<file path="src/rtl/core/pkd_pkg.sv">
// ----------------------------------------------------------------------------
// pkd_pkg: shared types and constants of the port-knock sequence detector
// Payload structures of the packet and result channels, configuration
// register indexes, outcome codes and fixed header constants.
// ----------------------------------------------------------------------------
package pkd_pkg;

	// Header checks.
	localparam logic [15:0] MIN_FRAME_BYTES = 16'd34;
	localparam logic [3:0]  IP_VERSION_4    = 4'd4;
	localparam int unsigned FLAG_SYN_BIT    = 1;
	localparam int unsigned FLAG_ACK_BIT    = 4;

	// Four knock ports of sixteen bits, lane 0 in the low bits.
	typedef logic [3:0][15:0] port_quad_t;

	// Register reset values.
	localparam port_quad_t  PORTS_A_RESET     = {16'd53, 16'd22, 16'd80, 16'd200};
	localparam port_quad_t  PORTS_B_RESET     = {16'd0, 16'd0, 16'd0, 16'd3};
	localparam logic [3:0]  KNOCK_LEN_RESET   = 4'd5;
	localparam logic        RESET_MISS_RESET  = 1'b1;
	localparam logic        CHECK_SEND_RESET  = 1'b1;
	localparam logic        CHECK_DEST_RESET  = 1'b0;
	localparam logic [31:0] LOCAL_ADDR_RESET  = 32'd0;

	// Configuration register indexes.
	typedef enum logic [2:0] {
		CFG_KNOCK_PORTS_A = 3'd0,
		CFG_KNOCK_PORTS_B = 3'd1,
		CFG_KNOCK_LENGTH  = 3'd2,
		CFG_RESET_ON_MISS = 3'd3,
		CFG_CHECK_SENDER  = 3'd4,
		CFG_CHECK_DEST    = 3'd5,
		CFG_LOCAL_ADDR    = 3'd6
	} cfg_idx_t;

	// Outcome codes of one packet.
	typedef enum logic [3:0] {
		OUT_SHORT        = 4'd0,
		OUT_NOT_IPV4     = 4'd1,
		OUT_NOT_SYN      = 4'd2,
		OUT_SYN_ACK      = 4'd3,
		OUT_OTHER_DEST   = 4'd4,
		OUT_ADVANCED     = 4'd5,
		OUT_SENDER_RESET = 4'd6,
		OUT_WRONG_PORT   = 4'd7,
		OUT_COMPLETED    = 4'd8
	} outcome_t;

	typedef struct packed {
		logic [15:0] frame_length;
		logic [3:0]  ip_version;
		logic [15:0] tcp_flag_word;
		logic [15:0] target_port;
		logic [31:0] source_addr;
		logic [31:0] dest_addr;
	} pkt_t;

	typedef struct packed {
		logic [3:0] outcome;
		logic       sequence_done;
		logic [2:0] progress_now;
	} res_t;

	typedef struct packed {
		logic [2:0]  index;
		logic [63:0] wdata;
	} cfg_t;

endpackage

</file>
<file path="src/rtl/core/pkd_stream_if.sv">
// ----------------------------------------------------------------------------
// pkd_stream_if: valid/ready channel
// Carries one payload per transfer; the type of the payload is a parameter.
// ----------------------------------------------------------------------------
interface pkd_stream_if #(
	parameter type payload_t = logic
) ();

	logic     valid;
	logic     ready;
	payload_t data;

	modport source (output valid, output data, input ready);
	modport sink (input valid, input data, output ready);

endinterface

</file>
<file path="src/rtl/core/syn_port_knock_sequence_detector_top.sv">
// ----------------------------------------------------------------------------
// syn_port_knock_sequence_detector_top: TCP SYN port-knock detector
// Classifies the header fields of each packet and tracks progress through a
// configured sequence of knock ports.
// ----------------------------------------------------------------------------
// Usage:
//   pkt is the packet channel: one transfer per packet header (pkd_pkg::pkt_t).
//   res is the result channel: exactly one transfer per packet, in order,
//   carrying the outcome code, the completion flag and the progress count.
//   cfg writes one register per transfer (index, data); it is always ready
//   and must only be used while no packet is in flight.
//   A packet is captured in an input register, classified in one pass of
//   logic against the knock state, and the result is held in an output
//   register, from which it is offered on res. One packet per cycle is
//   sustained while res takes every result; the knock state is updated as
//   the result register loads, so consecutive packets see each other's
//   effect.
//   When the receiver stalls, the result register holds its item and the
//   input register holds one more packet; pkt.ready then falls until res
//   takes a transfer.
//   Reset clears progress and the saved sender and loads the default
//   configuration (ports 200, 80, 22, 53, 3; sender check and miss reset on).
// ----------------------------------------------------------------------------
module syn_port_knock_sequence_detector_top #(
	parameter int MAX_KNOCKS = 8
) (
	input  logic         clk,
	input  logic         arst_n,
	pkd_stream_if.sink   pkt,
	pkd_stream_if.source res,
	pkd_stream_if.sink   cfg
);

	// Configuration registers.
	pkd_pkg::port_quad_t ports_a_q;
	pkd_pkg::port_quad_t ports_b_q;
	logic [3:0]          knock_len_q;
	logic                reset_on_miss_q;
	logic                check_sender_q;
	logic                check_dest_q;
	logic [31:0]         local_addr_q;

	// Pipeline and knock state.
	logic                in_valid_s1;
	pkd_pkg::pkt_t       in_data_s1;
	logic                res_valid_q;
	pkd_pkg::res_t       res_data_q;
	logic [2:0]          progress_q;
	logic [31:0]         saved_sender_q;

	logic                advance;
	pkd_pkg::outcome_t   outcome;
	logic                done;
	logic [2:0]          progress_d;
	logic                save_sender;
	logic [15:0]         expected_port;
	logic [3:0]          eff_len;
	logic [3:0]          progress_inc;

	// Configuration writes are taken in every cycle.
	assign cfg.ready = 1'b1;

	always_ff @(posedge clk or negedge arst_n) begin
		if (!arst_n) begin
			ports_a_q       <= pkd_pkg::PORTS_A_RESET;
			ports_b_q       <= pkd_pkg::PORTS_B_RESET;
			knock_len_q     <= pkd_pkg::KNOCK_LEN_RESET;
			reset_on_miss_q <= pkd_pkg::RESET_MISS_RESET;
			check_sender_q  <= pkd_pkg::CHECK_SEND_RESET;
			check_dest_q    <= pkd_pkg::CHECK_DEST_RESET;
			local_addr_q    <= pkd_pkg::LOCAL_ADDR_RESET;
		end else if (cfg.valid) begin
			unique case (cfg.data.index)
				pkd_pkg::CFG_KNOCK_PORTS_A: ports_a_q       <= cfg.data.wdata;
				pkd_pkg::CFG_KNOCK_PORTS_B: ports_b_q       <= cfg.data.wdata;
				pkd_pkg::CFG_KNOCK_LENGTH:  knock_len_q     <= cfg.data.wdata[3:0];
				pkd_pkg::CFG_RESET_ON_MISS: reset_on_miss_q <= cfg.data.wdata[0];
				pkd_pkg::CFG_CHECK_SENDER:  check_sender_q  <= cfg.data.wdata[0];
				pkd_pkg::CFG_CHECK_DEST:    check_dest_q    <= cfg.data.wdata[0];
				pkd_pkg::CFG_LOCAL_ADDR:    local_addr_q    <= cfg.data.wdata[31:0];
				default: begin
				end
			endcase
		end
	end

	// The input register moves on when the result register is free or drains.
	assign advance   = in_valid_s1 && (!res_valid_q || res.ready);
	assign pkt.ready = !in_valid_s1 || advance;

	always_ff @(posedge clk or negedge arst_n) begin
		if (!arst_n) begin
			in_valid_s1 <= 1'b0;
		end else if (pkt.ready) begin
			in_valid_s1 <= pkt.valid;
		end
	end

	always_ff @(posedge clk) begin
		if (pkt.ready && pkt.valid) begin
			in_data_s1 <= pkt.data;
		end
	end

	// Expected port and the length clamped to one through MAX_KNOCKS.
	always_comb begin
		expected_port = progress_q[2] ? ports_b_q[progress_q[1:0]]
		                              : ports_a_q[progress_q[1:0]];
		if (knock_len_q == 4'd0) begin
			eff_len = 4'd1;
		end else if (knock_len_q > 4'(MAX_KNOCKS)) begin
			eff_len = 4'(MAX_KNOCKS);
		end else begin
			eff_len = knock_len_q;
		end
		progress_inc = {1'b0, progress_q} + 4'd1;
	end

	// Classification of the registered packet and the next knock state.
	always_comb begin
		outcome     = pkd_pkg::OUT_SHORT;
		done        = 1'b0;
		progress_d  = progress_q;
		save_sender = 1'b0;
		priority if (in_data_s1.frame_length <= pkd_pkg::MIN_FRAME_BYTES) begin
			outcome = pkd_pkg::OUT_SHORT;
		end else if (in_data_s1.ip_version != pkd_pkg::IP_VERSION_4) begin
			outcome = pkd_pkg::OUT_NOT_IPV4;
		end else if (!in_data_s1.tcp_flag_word[pkd_pkg::FLAG_SYN_BIT]) begin
			outcome = pkd_pkg::OUT_NOT_SYN;
		end else if (in_data_s1.tcp_flag_word[pkd_pkg::FLAG_ACK_BIT]) begin
			outcome = pkd_pkg::OUT_SYN_ACK;
		end else if (check_dest_q && (in_data_s1.dest_addr != local_addr_q)) begin
			outcome = pkd_pkg::OUT_OTHER_DEST;
		end else if (in_data_s1.target_port == expected_port) begin
			// With the sender check on, the first knock latches the sender; later knocks must match it.
			save_sender = check_sender_q && (progress_q == 3'd0);
			priority if (check_sender_q && (progress_q != 3'd0)
			             && (in_data_s1.source_addr != saved_sender_q)) begin
				progress_d = 3'd0;
				outcome    = pkd_pkg::OUT_SENDER_RESET;
			end else if (progress_inc >= eff_len) begin
				progress_d = 3'd0;
				done       = 1'b1;
				outcome    = pkd_pkg::OUT_COMPLETED;
			end else begin
				progress_d = progress_inc[2:0];
				outcome    = pkd_pkg::OUT_ADVANCED;
			end
		end else begin
			if (reset_on_miss_q) begin
				progress_d = 3'd0;
			end
			outcome = pkd_pkg::OUT_WRONG_PORT;
		end
	end

	// Knock state and result register load together.
	always_ff @(posedge clk or negedge arst_n) begin
		if (!arst_n) begin
			progress_q     <= 3'd0;
			saved_sender_q <= 32'd0;
			res_valid_q    <= 1'b0;
		end else begin
			if (advance) begin
				progress_q <= progress_d;
				if (save_sender) begin
					saved_sender_q <= in_data_s1.source_addr;
				end
			end
			if (advance) begin
				res_valid_q <= 1'b1;
			end else if (res.ready) begin
				res_valid_q <= 1'b0;
			end
		end
	end

	always_ff @(posedge clk) begin
		if (advance) begin
			res_data_q.outcome       <= outcome;
			res_data_q.sequence_done <= done;
			res_data_q.progress_now  <= progress_d;
		end
	end

	assign res.valid = res_valid_q;
	assign res.data  = res_data_q;

	// A completed sequence always reports rewound progress.
	a_done_rewinds: assert property (@(posedge clk) disable iff (!arst_n)
		res_valid_q && res_data_q.sequence_done |->
		res_data_q.outcome == pkd_pkg::OUT_COMPLETED && res_data_q.progress_now == 3'd0)
		else $error("completion without rewind");

	// Progress stays below the MAX_KNOCKS parameter.
	a_progress_range: assert property (@(posedge clk) disable iff (!arst_n)
		progress_q <= 3'(MAX_KNOCKS - 1))
		else $error("progress beyond maximum knocks");

	// Ignored packets leave the knock state alone.
	a_ignore_keeps: assert property (@(posedge clk) disable iff (!arst_n)
		advance && (outcome == pkd_pkg::OUT_SHORT || outcome == pkd_pkg::OUT_NOT_IPV4
		|| outcome == pkd_pkg::OUT_NOT_SYN || outcome == pkd_pkg::OUT_SYN_ACK
		|| outcome == pkd_pkg::OUT_OTHER_DEST) |=> $stable(progress_q))
		else $error("ignored packet changed progress");

	// Back-pressure on the packet side only comes from a full pipeline.
	a_ready_full: assert property (@(posedge clk) disable iff (!arst_n)
		!pkt.ready |-> in_valid_s1 && res_valid_q && !res.ready)
		else $error("packet channel stalled with room left");

	// The reported progress is the state the next packet sees.
	a_progress_match: assert property (@(posedge clk) disable iff (!arst_n)
		advance |=> res_data_q.progress_now == progress_q)
		else $error("reported progress differs from state");

endmodule

</file>
<file path="src/flat_wrapper.sv">
// flat-port wrapper written by rule: the top's interface ports become plain ports
module syn_port_knock_sequence_detector_top_flat 
#(
	parameter int MAX_KNOCKS = 8
)
  (clk, arst_n, pkt_valid, pkt_data, pkt_ready, res_valid, res_data, res_ready, cfg_valid, cfg_data, cfg_ready);
  pkd_stream_if #(.payload_t(pkd_pkg::pkt_t)) pkt_i ();
  pkd_stream_if #(.payload_t(pkd_pkg::res_t)) res_i ();
  pkd_stream_if #(.payload_t(pkd_pkg::cfg_t)) cfg_i ();
  input  logic clk;
  input  logic arst_n;
  input wire logic [$bits(pkt_i.valid)-1:0] pkt_valid;
  input wire logic [$bits(pkt_i.data)-1:0] pkt_data;
  output wire logic [$bits(pkt_i.ready)-1:0] pkt_ready;
  output wire logic [$bits(res_i.valid)-1:0] res_valid;
  output wire logic [$bits(res_i.data)-1:0] res_data;
  input wire logic [$bits(res_i.ready)-1:0] res_ready;
  input wire logic [$bits(cfg_i.valid)-1:0] cfg_valid;
  input wire logic [$bits(cfg_i.data)-1:0] cfg_data;
  output wire logic [$bits(cfg_i.ready)-1:0] cfg_ready;
  assign pkt_i.valid = pkt_valid;
  assign pkt_i.data = pkt_data;
  assign pkt_ready = pkt_i.ready;
  assign res_valid = res_i.valid;
  assign res_data = res_i.data;
  assign res_i.ready = res_ready;
  assign cfg_i.valid = cfg_valid;
  assign cfg_i.data = cfg_data;
  assign cfg_ready = cfg_i.ready;
  syn_port_knock_sequence_detector_top #(.MAX_KNOCKS(MAX_KNOCKS)) u_core (.clk(clk), .arst_n(arst_n), .pkt(pkt_i), .res(res_i), .cfg(cfg_i));
endmodule
</file>
<file path="config.mk">
export PLATFORM = sky130hd
export DESIGN_NAME = syn_port_knock_sequence_detector_top_flat
export DESIGN_NICKNAME = d
export VERILOG_FILES = /design/src/rtl/core/pkd_pkg.sv /design/src/rtl/core/pkd_stream_if.sv /design/src/rtl/core/syn_port_knock_sequence_detector_top.sv /design/src/flat_wrapper.sv
export SDC_FILE = /design/constraint.sdc
export NUM_CORES = 1
export LEC_CHECK = 0
export BUFFER_PORTS_ARGS = -buffer_cell sky130_fd_sc_hd__buf_2
export CORE_MARGIN = 5
export CORE_UTILIZATION = 52
export DETAILED_ROUTE_END_ITERATION = 12
export GPL_TIMING_DRIVEN = 0
export PLACE_DENSITY = 0.77
export SYNTH_ARGS = -nofsm -noshare
export SYNTH_HDL_FRONTEND = slang
export SYNTH_SLANG_ARGS = --single-unit
</file>
<file path="constraint.sdc">
create_clock -name clk -period 3.1 [get_ports clk]
set_input_delay 0.62 -clock clk [delete_from_list [all_inputs] [get_ports clk]]
set_output_delay 0.62 -clock clk [all_outputs]
set_load 0.02 [all_outputs]
</file>
==> results.json, run 1 <==
{
  "ys_warn_count": 0,
  "end_kind": "register",
  "hold_slack_ps": 271,
  "hold_class": "in2reg",
  "insertion_delay_ps": 520,
  "dpl.cell_count": 1355,
  "timing_hold_violations_final": 0,
  "syn-cell-area_sq_um": 13400,
  "min_path_cells": 1,
  "async_flop_share_pct": 65.2,
  "p_sw_mw": 2.58,
  "finClkSkew_ps": 26.6,
  "synthDistinctLibCells": 50,
  "drt_iter0_markers": 482,
  "switching_share_pct": 24.0,
  "timing.fmax_ghz": 0.333,
  "hold_path_end": "u_core.in_data_s1[5]$_DFFE_PP_",
  "port_buffers": 182,
  "area_growth_pct": 19.9,
  "ys_ff_latch": 313,
  "r2r_start": "u_core.progress_q[2]$_DFFE_PN0P_",
  "cts.path.max_buffers": 3,
  "gp_congestion": 0.809,
  "instances_no_fill": 1429,
  "fin_crit_ps": 3000,
  "synthFlopType": "dfrtp_1",
  "tightest_slew_ps": 1090,
  "synthCells": 840,
  "layout.nets": 1266,
  "status": "finished clean",
  "numCtsBuffers": 35,
  "rrSetupSlack_ps": 100,
  "routedWlPerCell_um": 21.8,
  "finalCritPeriodShare_pct": 96.9,
  "cp.required_ps": 3480,
  "synth_edf_count": 109,
  "postRouteAntennaNets": 0,
  "internal_power_mw": 8.17,
  "syn_area_per_cell_sq_um": 16.0,
  "ios": 199,
  "rr_worst_depth": 9,
  "diodes": 0,
  "crit_type": "reg2reg",
  "min-delay-start": "pkt_data[5]",
  "drc": 0,
  "clockPowerShare_pct": 37.4,
  "power.density_nw_per_um2": 668,
  "setup_viol": 0,
  "tritoncts": "done",
  "drv_cap": 0,
  "h-tree-depth": 2,
  "start_util_pct": 53.0,
  "gr-total-overflow": 0,
  "irDropWorstVdd_v": 0.000503,
  "rsz0062_at_grt": "false",
  "cts.sinks": 313,
  "firstDrtPassIters": 5,
  "grt_max_degree": 95,
  "maxSlewViolCount": 0,
  "yosysSeqAreaShare_pct": 62.6,
  "grt_pass1_vias": 8403,
  "vias_per_cell": 5.50,
  "critical_path.max_stage_delay_ps": 490,
  "grt_usage_pct": 21.4,
  "path_max_fanout": 10,
  "die_w_um": 171,
  "setup_tns_ps": 0,
  "design.die.area_sq_um": 29100,
  "cpMaxStageDelayCell": "dfrtp_1",
  "dr_total_vias": 7861,
  "wirelength_um": 31100,
  "grt_first_pass_wirelength_um": 47500,
  "crit_chain": "buf_2, clkbuf_1, mux2i_1, xor2_1, nand4_1, nor2_4, nand4_4, buf_6, mux2_4",
  "cp.arrival_ps": 3390,
  "cp-start-kind": "register",
  "power_frac_comb_pct": 13.7,
  "core_sq_um": 25300,
  "hpwl_um": 21900,
  "pwr-share-seq_pct": 49.0,
  "drive_gt1_share_pct": 45.5,
  "path_clk_slew_ps": 60,
  "antenna_found_initial": 1,
  "leakage_nw": 6.97,
  "die_y_um": 171,
  "syn_nets": 1034,
  "slew_headroom_pct": 27.3,
  "rows": 58,
  "p_total_mw": 10.8,
  "regToRegEndpoint": "u_core.saved_sender_q[15]$_DFFE_PN0P_",
  "cts-root-buf": "clkbuf_16"
}
==> layout make-up <==
| type | instances | area, sq um |
|---|---|---|
| Clock buffer | 51 | 957 |
| Tap cell | 330 | 413 |
| Fill cell | 1862 | 9230 |
| Inverter | 5 | 18.8 |
| Buffer | 33 | 214 |
| Sequential cell | 313 | 8400 |
| Multi-Input combinational cell | 488 | 4840 |
| Timing Repair Buffer | 196 | 1090 |
| Clock inverter | 13 | 156 |
==> critical path: cells and delay by family (launching register included) <==
family | cells | cell delay (ps)
xor gates and xnor gates | 1 | 170
buffers and inverters | 3 | 1040
DFF | 1 | 490
muxes | 2 | 620
and+or+nand+nor | 3 | 540
==> sequential cells by signal, indices dropped and copies added, names as in the netlist <==
register / cells
u_core.check_dest_q: 1
u_core.check_sender_q: 1
u_core.in_data_s1: 102
u_core.in_valid_s1: 1
u_core.knock_len_q: 4
u_core.local_addr_q: 32
u_core.ports_a_q: 64
u_core.ports_b_q: 64
u_core.progress_q: 3
u_core.res.data: 7
u_core.res.valid: 1
u_core.reset_on_miss_q: 1
u_core.saved_sender_q: 32
==> worst max-delay path by stage <==
stage,startpoint,end,slack (ps),cells after the start
CTS,u_core.progress_q[0]$_DFFE_PN0P_,u_core.res.data[2]$_DFFE_PP_,70,9
finish,u_core.progress_q[2]$_DFFE_PN0P_,u_core.saved_sender_q[15]$_DFFE_PN0P_,100,9
global placement,arst_n,u_core.ports_b_q[60]$_DFFE_PN0P_,-2150,1
detailed placement,cfg_data[65],u_core.ports_a_q[43]$_DFFE_PN0P_,-350,5
global route,u_core.progress_q[0]$_DFFE_PN0P_,u_core.saved_sender_q[1]$_DFFE_PN0P_,0.1,11
floorplan,u_core.progress_q[1]$_DFFE_PN0P_,u_core.res.data[0]$_DFFE_PP_,350,13
==> routing by layer <==
layer	routed length [um]	global-route usage, %
met4	637	5.45
met2	15200	35.2
met3	1800	4.21
met5	11	0
met1	13500	29.8
==> Yosys cell counts, types with 12 or more instances <==
| master | n | area share (%) |
|---|---|---|
| a21oi_1 | 12 | 0.45 |
| a22oi_1 | 16 | 0.89 |
| clkbuf_1 | 18 | 0.50 |
| dfrtp_1 | 186 | 35 |
| dfstp_2 | 18 | 3.5 |
| edfxtp_1 | 109 | 24 |
| mux2_2 | 168 | 14 |
| mux2_4 | 30 | 3.4 |
| mux2i_1 | 40 | 3.0 |
| mux4_2 | 15 | 2.5 |
| nand4_1 | 23 | 1.1 |
| nor2_1 | 12 | 0.34 |
| xnor2_1 | 64 | 4.2 |
==> cells in the final DEF (no fill, tap or decap), types with 12 or more instances in the layout <==
master	netlist	layout
a22oi_1	16	15
dfrtp_1	186	186
xnor2_1	64	64
clkbuf_16	0	36
mux2_2	168	168
dfstp_2	18	18
nand4_1	23	23
a21oi_1	12	12
edfxtp_1	109	109
clkbuf_1	18	33
buf_4	3	15
mux2_4	30	30
buf_2	5	183
mux4_2	15	15
nor2_1	12	12
mux2i_1	40	39
==> metrics by stage <==
step	worst slack, ps	cell area [sq um]	util [%]
3_3_place_gp	-2150	14800	58.2
3_5_place_dp	-347	14800	58.6
2_1_floorplan	345	13400	-
5_1_grt	0.128	16100	63.5
4_1_cts	71.2	16000	63.2
6_report	96.2	16100	63.5
==> logic make-up after synthesis <==
group | after synthesis | synth area share [%]
AO/OA/AOI/OAI | 52 | 2.70
XOR/XNOR | 73 | 4.76
adder cells (fa/ha/maj) | 6 | 0.559
buffers and inverters | 39 | 1.67
flip-flops | 313 | 62.6
multiplexers | 254 | 23.1
other | 1 | 0.0279
AND/OR/NAND/NOR | 102 | 4.57
==> power groups by stage <==
stage	clock, mW	sequential (mW)	combinational (mW)
floorplan	0	5.21	1.04
global placement	0	5.31	1.38
detailed placement	0	5.33	1.45
CTS	4.10	5.26	1.47
global route	4.28	5.33	1.61
finish	4.02	5.26	1.47
==> what timing repair did <==
item	in CTS	in global routing
cloned	0	0
endpoints found under the setup margin	36	33
buffers inserted	2	8
resized for setup	7	6
hold buffers	1	0
hold endpoints to repair	34	0
pin swaps	1	0
No activity file was read; power rests on OpenSTA's default activity.
==> inputs of run 2 (changes only) <==
Settings changed: CORE_UTILIZATION 52 to 47, PLACE_DENSITY 0.77 to 0.7.
==> results.json, run 2 (same netlist as run 1, synthesis figures left out) <==
{
  "end_kind": "register",
  "top_register": "u_core.in_data_s1",
  "fin_area_sq_um": 16100,
  "die_w_um": 179,
  "slew_headroom_pct": 21.2,
  "cp-start-kind": "register",
  "final_common_cell": "dfrtp_1",
  "top_regs": "u_core.in_data_s1: 102 flops, u_core.ports_a_q: 64 flops, u_core.ports_b_q: 64 flops",
  "status": "finished clean",
  "cts.sinks": 313,
  "gr-total-overflow": 0,
  "tightest_slew_ps": 1180,
  "drt_iter0_markers": 447,
  "drive_gt1_share_pct": 45.6,
  "irDropWorstVdd_v": 0.000485,
  "grt_first_pass_wirelength_um": 48900,
  "timing.fmax_ghz": 0.330,
  "placed_cell_area_sq_um": 14900,
  "dr_total_vias": 7872,
  "cp.arrival_ps": 3270,
  "cp.required_ps": 3340,
  "cts-root-buf": "clkbuf_16",
  "crit_type": "reg2reg",
  "postRouteAntennaNets": 0,
  "hpwl_um": 22200,
  "hold_buffers": 0,
  "wirelength_um": 32000,
  "maxSlewViolCount": 0,
  "grt_max_degree": 106,
  "gp_congestion": 0.828,
  "hold_class": "in2async",
  "die_y_um": 179,
  "grt_usage_pct": 20.3,
  "insertion_delay_ps": 520,
  "drv_cap": 0,
  "cts.path.max_buffers": 3,
  "crit_chain": "buf_6, buf_8, mux4_1, mux2i_1, xor2_1, nand4_1, buf_4, or2_2, o21ai_0, o211ai_1",
  "core_sq_um": 28000,
  "antenna_found_initial": 4,
  "routedWlPerCell_um": 21.7,
  "drc": 0,
  "rsz0062_at_grt": "false",
  "port_buffers": 182,
  "finalCritPeriodShare_pct": 97.7,
  "setup_viol": 0,
  "firstDrtPassIters": 4,
  "vias_per_cell": 5.35,
  "ios": 199,
  "power.density_nw_per_um2": 675,
  "area_growth_pct": 20.2,
  "design.die.area_sq_um": 32000,
  "fin_crit_ps": 3030,
  "path_clk_slew_ps": 60,
  "grt_pass1_vias": 8427,
  "tritoncts": "done",
  "numCtsBuffers": 35,
  "path_max_fanout": 10,
  "rows": 61,
  "h-tree-depth": 2,
  "layout.nets": 1256,
  "setup_tns_ps": 0,
  "largest_register_ffs": 102,
  "finClkSkew_ps": 19.8,
  "critical_path.max_stage_delay_ps": 570,
  "start_util_pct": 47.9,
  "most-common-layout-cells": "dfrtp_1, buf_2, mux2_2",
  "cpMaxStageDelayCell": "mux4_1",
  "leakage_nw": 6.94,
  "timing_hold_violations_final": 0
}
==> run 2: cell count changes in the layout (fill, tap and decap cells not counted), sizes merged <==
cell,change
clkinvlp,+2
diode,+4
buf,-10
inv,-1
dlygate4sd3,-1
==> run 2: layer usage <==
layer / global-route usage (%) / part of all wire [%] / vias to the layer above
met1: 28.5 / 45 / 4039
met2: 32.6 / 47 / 212
met4: 5.47 / 2.3 / 2
met5: 0 / 0.041 / -
li1: - / - / 3568
met3: 4.11 / 5.5 / 51
==> run 2: timing repair <==
item,CTS,global route
setup buffers,2,0
pin swaps,3,2
setup endpoints to repair,40,39
gates resized for setup,10,11
==> run 2: final cells by class <==
type | count | area, sq um
fill | 2248 | 11900
sequential | 313 | 8400
multi-input combinational | 488 | 4850
timing repair buffer | 186 | 991
clock buffer | 50 | 972
tap | 378 | 473
buffer | 33 | 229
clock inverter | 14 | 195
inverter | 5 | 18.8
antenna | 4 | 10.0
==> run 2: worst paths after layout <==
| kind | cells after the start | to | from | slack [ps] |
|---|---|---|---|---|
| worst max-delay path | 10 | u_core.res.data[2]$_DFFE_PP_ | u_core.progress_q[0]$_DFFE_PN0P_ | 70 |
| worst min-delay path | 1 | u_core.res.valid$_DFFE_PN0P_ | arst_n | 160 |
| worst max register to register | 10 | u_core.res.data[2]$_DFFE_PP_ | u_core.progress_q[0]$_DFFE_PN0P_ | 70 |
| worst min register to register | 1 | u_core.res.valid$_DFFE_PN0P_ | u_core.in_valid_s1$_DFFE_PN0N_ | 500 |
| max in group asynchronous | 2 | u_core.ports_a_q[33]$_DFFE_PN1P_ | arst_n | 1890 |
| min in group clk | 1 | u_core.in_data_s1[21]$_DFFE_PP_ | pkt_data[21] | 270 |
==> run 2: where the power goes <==
group / switching, mW / total, mW / internal (mW) / leakage (nW)
clock: 1.70 / 4.17 / 2.47 / 0.559
sequential: 0.323 / 5.25 / 4.92 / 3.51
combinational: 0.638 / 1.48 / 0.842 / 2.87
==> run 2: critical path: cells and delay by family (launching register included) <==
family,cells,cell delay [ps]
buffers and inverters,3,530
multiplexers,2,750
flip-flops,1,400
XOR/XNOR,1,190
AO/OA/AOI/OAI,2,440
AND/OR/NAND/NOR,2,430
==> run 2: stage by stage <==
| stage | setup WS [ps] | instances | power (mW) | util, % | hold slack, ps |
|---|---|---|---|---|---|
| floorplan | 345 | 840 | 6.25 | - | 324 |
| detailed placement | -259 | 1402 | 6.78 | 53.1 | 491 |
| CTS | -3.57 | 1468 | 11.0 | 57.5 | 192 |
| global route | 15.0 | 1471 | 11.4 | 57.6 | 196 |
| finish | 72.6 | 1471 | 10.9 | 57.6 | 159 |
| global placement | -2160 | 1400 | 6.71 | 52.9 | 457 |
==> inputs of run 3 (changes only) <==
Settings changed: ABC_AREA set to 0, BUFFER_PORTS_ARGS -buffer_cell sky130_fd_sc_hd__buf_2 to unset, DONT_BUFFER_PORTS set to 1, PLACE_DENSITY 0.7 to unset, REMOVE_ABC_BUFFERS set to 1.
==> results.json, run 3 (same netlist as run 1, synthesis figures left out) <==
{
  "area_growth_pct": 14.1,
  "largest_register_ffs": 102,
  "gr-total-overflow": 0,
  "drv_cap": 0,
  "maxSlewViolCount": 0,
  "tightest_slew_ps": 960,
  "top_regs": "u_core.in_data_s1: 102 flops, u_core.ports_a_q: 64 flops, u_core.ports_b_q: 64 flops",
  "start_util_pct": 47.9,
  "grt_max_degree": 205,
  "rsz0062_at_grt": "false",
  "timing_hold_violations_final": 186,
  "cts.path.max_buffers": 3,
  "end_kind": "register",
  "hold_slack_ps": -181,
  "clockPowerShare_pct": 39.4,
  "layout.nets": 1064,
  "crit_type": "reg2reg",
  "switching_share_pct": 22.4,
  "status": "finished with violations",
  "hpwl_um": 20400,
  "rows": 61,
  "final_common_cell": "dfrtp_1",
  "numCtsBuffers": 36,
  "ios": 199,
  "drc": 0,
  "failed_checks": "negative hold slack",
  "setup_viol": 0,
  "wirelength_um": 29100,
  "fillers": 2214,
  "finClkSkew_ps": 12.1,
  "finalCritPeriodShare_pct": 95.0,
  "cp.required_ps": 3480,
  "h-tree-depth": 2,
  "p_total_mw": 10.8,
  "firstDrtPassIters": 6,
  "p_sw_mw": 2.40,
  "gp_congestion": 0.785,
  "postRouteAntennaNets": 0,
  "timing.fmax_ghz": 0.339,
  "dr_total_vias": 7096,
  "insertion_delay_ps": 500,
  "routedWlPerCell_um": 22.8,
  "port_buffers": 0,
  "grt_pass1_vias": 7991,
  "path_max_fanout": 22,
  "cts-root-buf": "clkbuf_16",
  "fin_crit_ps": 2950,
  "internal_power_mw": 8.35,
  "leakage_nw": 6.31,
  "die_y_um": 179,
  "design.die.area_sq_um": 32000,
  "antenna_found_initial": 2,
  "slew_headroom_pct": 35.9,
  "multiInputGateArea_sq_um": 4850,
  "regArea_sq_um": 8410,
  "power_frac_comb_pct": 11.7,
  "vias_per_cell": 5.56,
  "top_register": "u_core.in_data_s1",
  "cts.sinks": 313,
  "drive_gt1_share_pct": 36.4,
  "path_clk_slew_ps": 60,
  "hold_class": "in2async",
  "tritoncts": "done",
  "grt_usage_pct": 18.5,
  "irDropWorstVdd_v": 0.000648,
  "die_w_um": 179,
  "post-route-util_pct": 54.7,
  "cp.arrival_ps": 3320,
  "grt_first_pass_wirelength_um": 45200,
  "power.density_nw_per_um2": 702,
  "cp-start-kind": "register",
  "core_sq_um": 28000,
  "pwr-share-seq_pct": 49.0,
  "drt_iter0_markers": 359,
  "most-common-layout-cells": "dfrtp_1, mux2_2, edfxtp_1"
}
-- run 3: cell types whose count changed in the layout (fill, tap and decap cells not counted), moves of 2 or more --
cell       previous run  this run
clkinv_8              3         0
buf_6                 4        13
nor4_1                5         7
dfrtp_4               0         3
nor4_2                2         0
clkinv_2              2         4
diode_2               4         2
buf_12                1         4
buf_4                 7         3
dfrtp_1             186       183
clkbuf_1             28         9
clkbuf_16            35        37
buf_2               182         0
clkbuf_8              4         6
-- run 3: through the flow --
stage	hold WS [ps]	std cells	TNS [ps]	setup slack, ps	instance area (sq um)
final	-181	1276	0	154	15300
after global routing	-214	1275	0	25.4	15300
after CTS	-207	1274	0	5.96	15300
after detailed placement	331	1202	-39550	-1150	14000
after global placement	330	1184	-1055560	-6340	13700
after floorplan	324	806	-479480	-3150	13200
-- run 3: final timing paths --
path | from | to | slack [ps] | depth (start not counted)
min in group clk | pkt_data[50] | u_core.in_data_s1[50]$_DFFE_PP_ | 210 | 0
worst max-delay path | u_core.progress_q[0]$_DFFE_PN0P_ | u_core.saved_sender_q[4]$_DFFE_PN0P_ | 150 | 10
worst min register to register | u_core.in_valid_s1$_DFFE_PN0N_ | u_core.res.valid$_DFFE_PN0P_ | 490 | 1
worst min-delay path | arst_n | u_core.saved_sender_q[11]$_DFFE_PN0P_ | -180 | 0
worst max register to register | u_core.progress_q[0]$_DFFE_PN0P_ | u_core.saved_sender_q[4]$_DFFE_PN0P_ | 150 | 10
max in group asynchronous | arst_n | u_core.ports_a_q[6]$_DFFE_PN1P_ | 2920 | 0
-- run 3: per-layer routing --
metal	GRT usage (%)	up-vias	wire (um)
met5	0	-	13
met4	5.18	2	549
met2	31.6	187	14800
li1	-	3194	-
met1	22.6	3667	11500
met3	5.78	46	2270
-- run 3: power by group through the flow --
stage	Clock (mW)	Combinational, mW	Sequential [mW]
2_1_floorplan	0	1.00	5.24
3_3_place_gp	0	1.16	5.34
3_5_place_dp	0	1.24	5.36
6_report	4.23	1.25	5.26
4_1_cts	4.36	1.27	5.27
5_1_grt	4.54	1.38	5.33
-- run 3: layout make-up --
| class | instances | share of cell area [%] |
|---|---|---|
| repair buffers | 25 | 2.28 |
| clock inverters | 12 | 1.07 |
| inverters | 5 | 0.123 |
| flip-flops and latches | 313 | 54.9 |
| diodes | 2 | 0.0327 |
| multi-input cells | 489 | 31.7 |
| well taps | 378 | 3.09 |
| clock buffers | 52 | 6.81 |
-- run 3: critical path, stage by stage (launching register included) --
cell,delay [ps]
dfrtp_4,420
buf_12,200
mux4_1,600
mux2i_2,250
xor2_2,220
nand4_1,200
nor2_4,150
buf_12,140
nand4_4,100
buf_12,210
mux2_4,300
-- run 3: repair_timing --
item                                   in CTS  in global routing
endpoints found under the hold margin     192                191
pin swaps                                   1                  2
gates resized for setup                     4                  6
cloned                                      1                  0
setup endpoints to repair                  42                 37
setup buffers                               7                  0
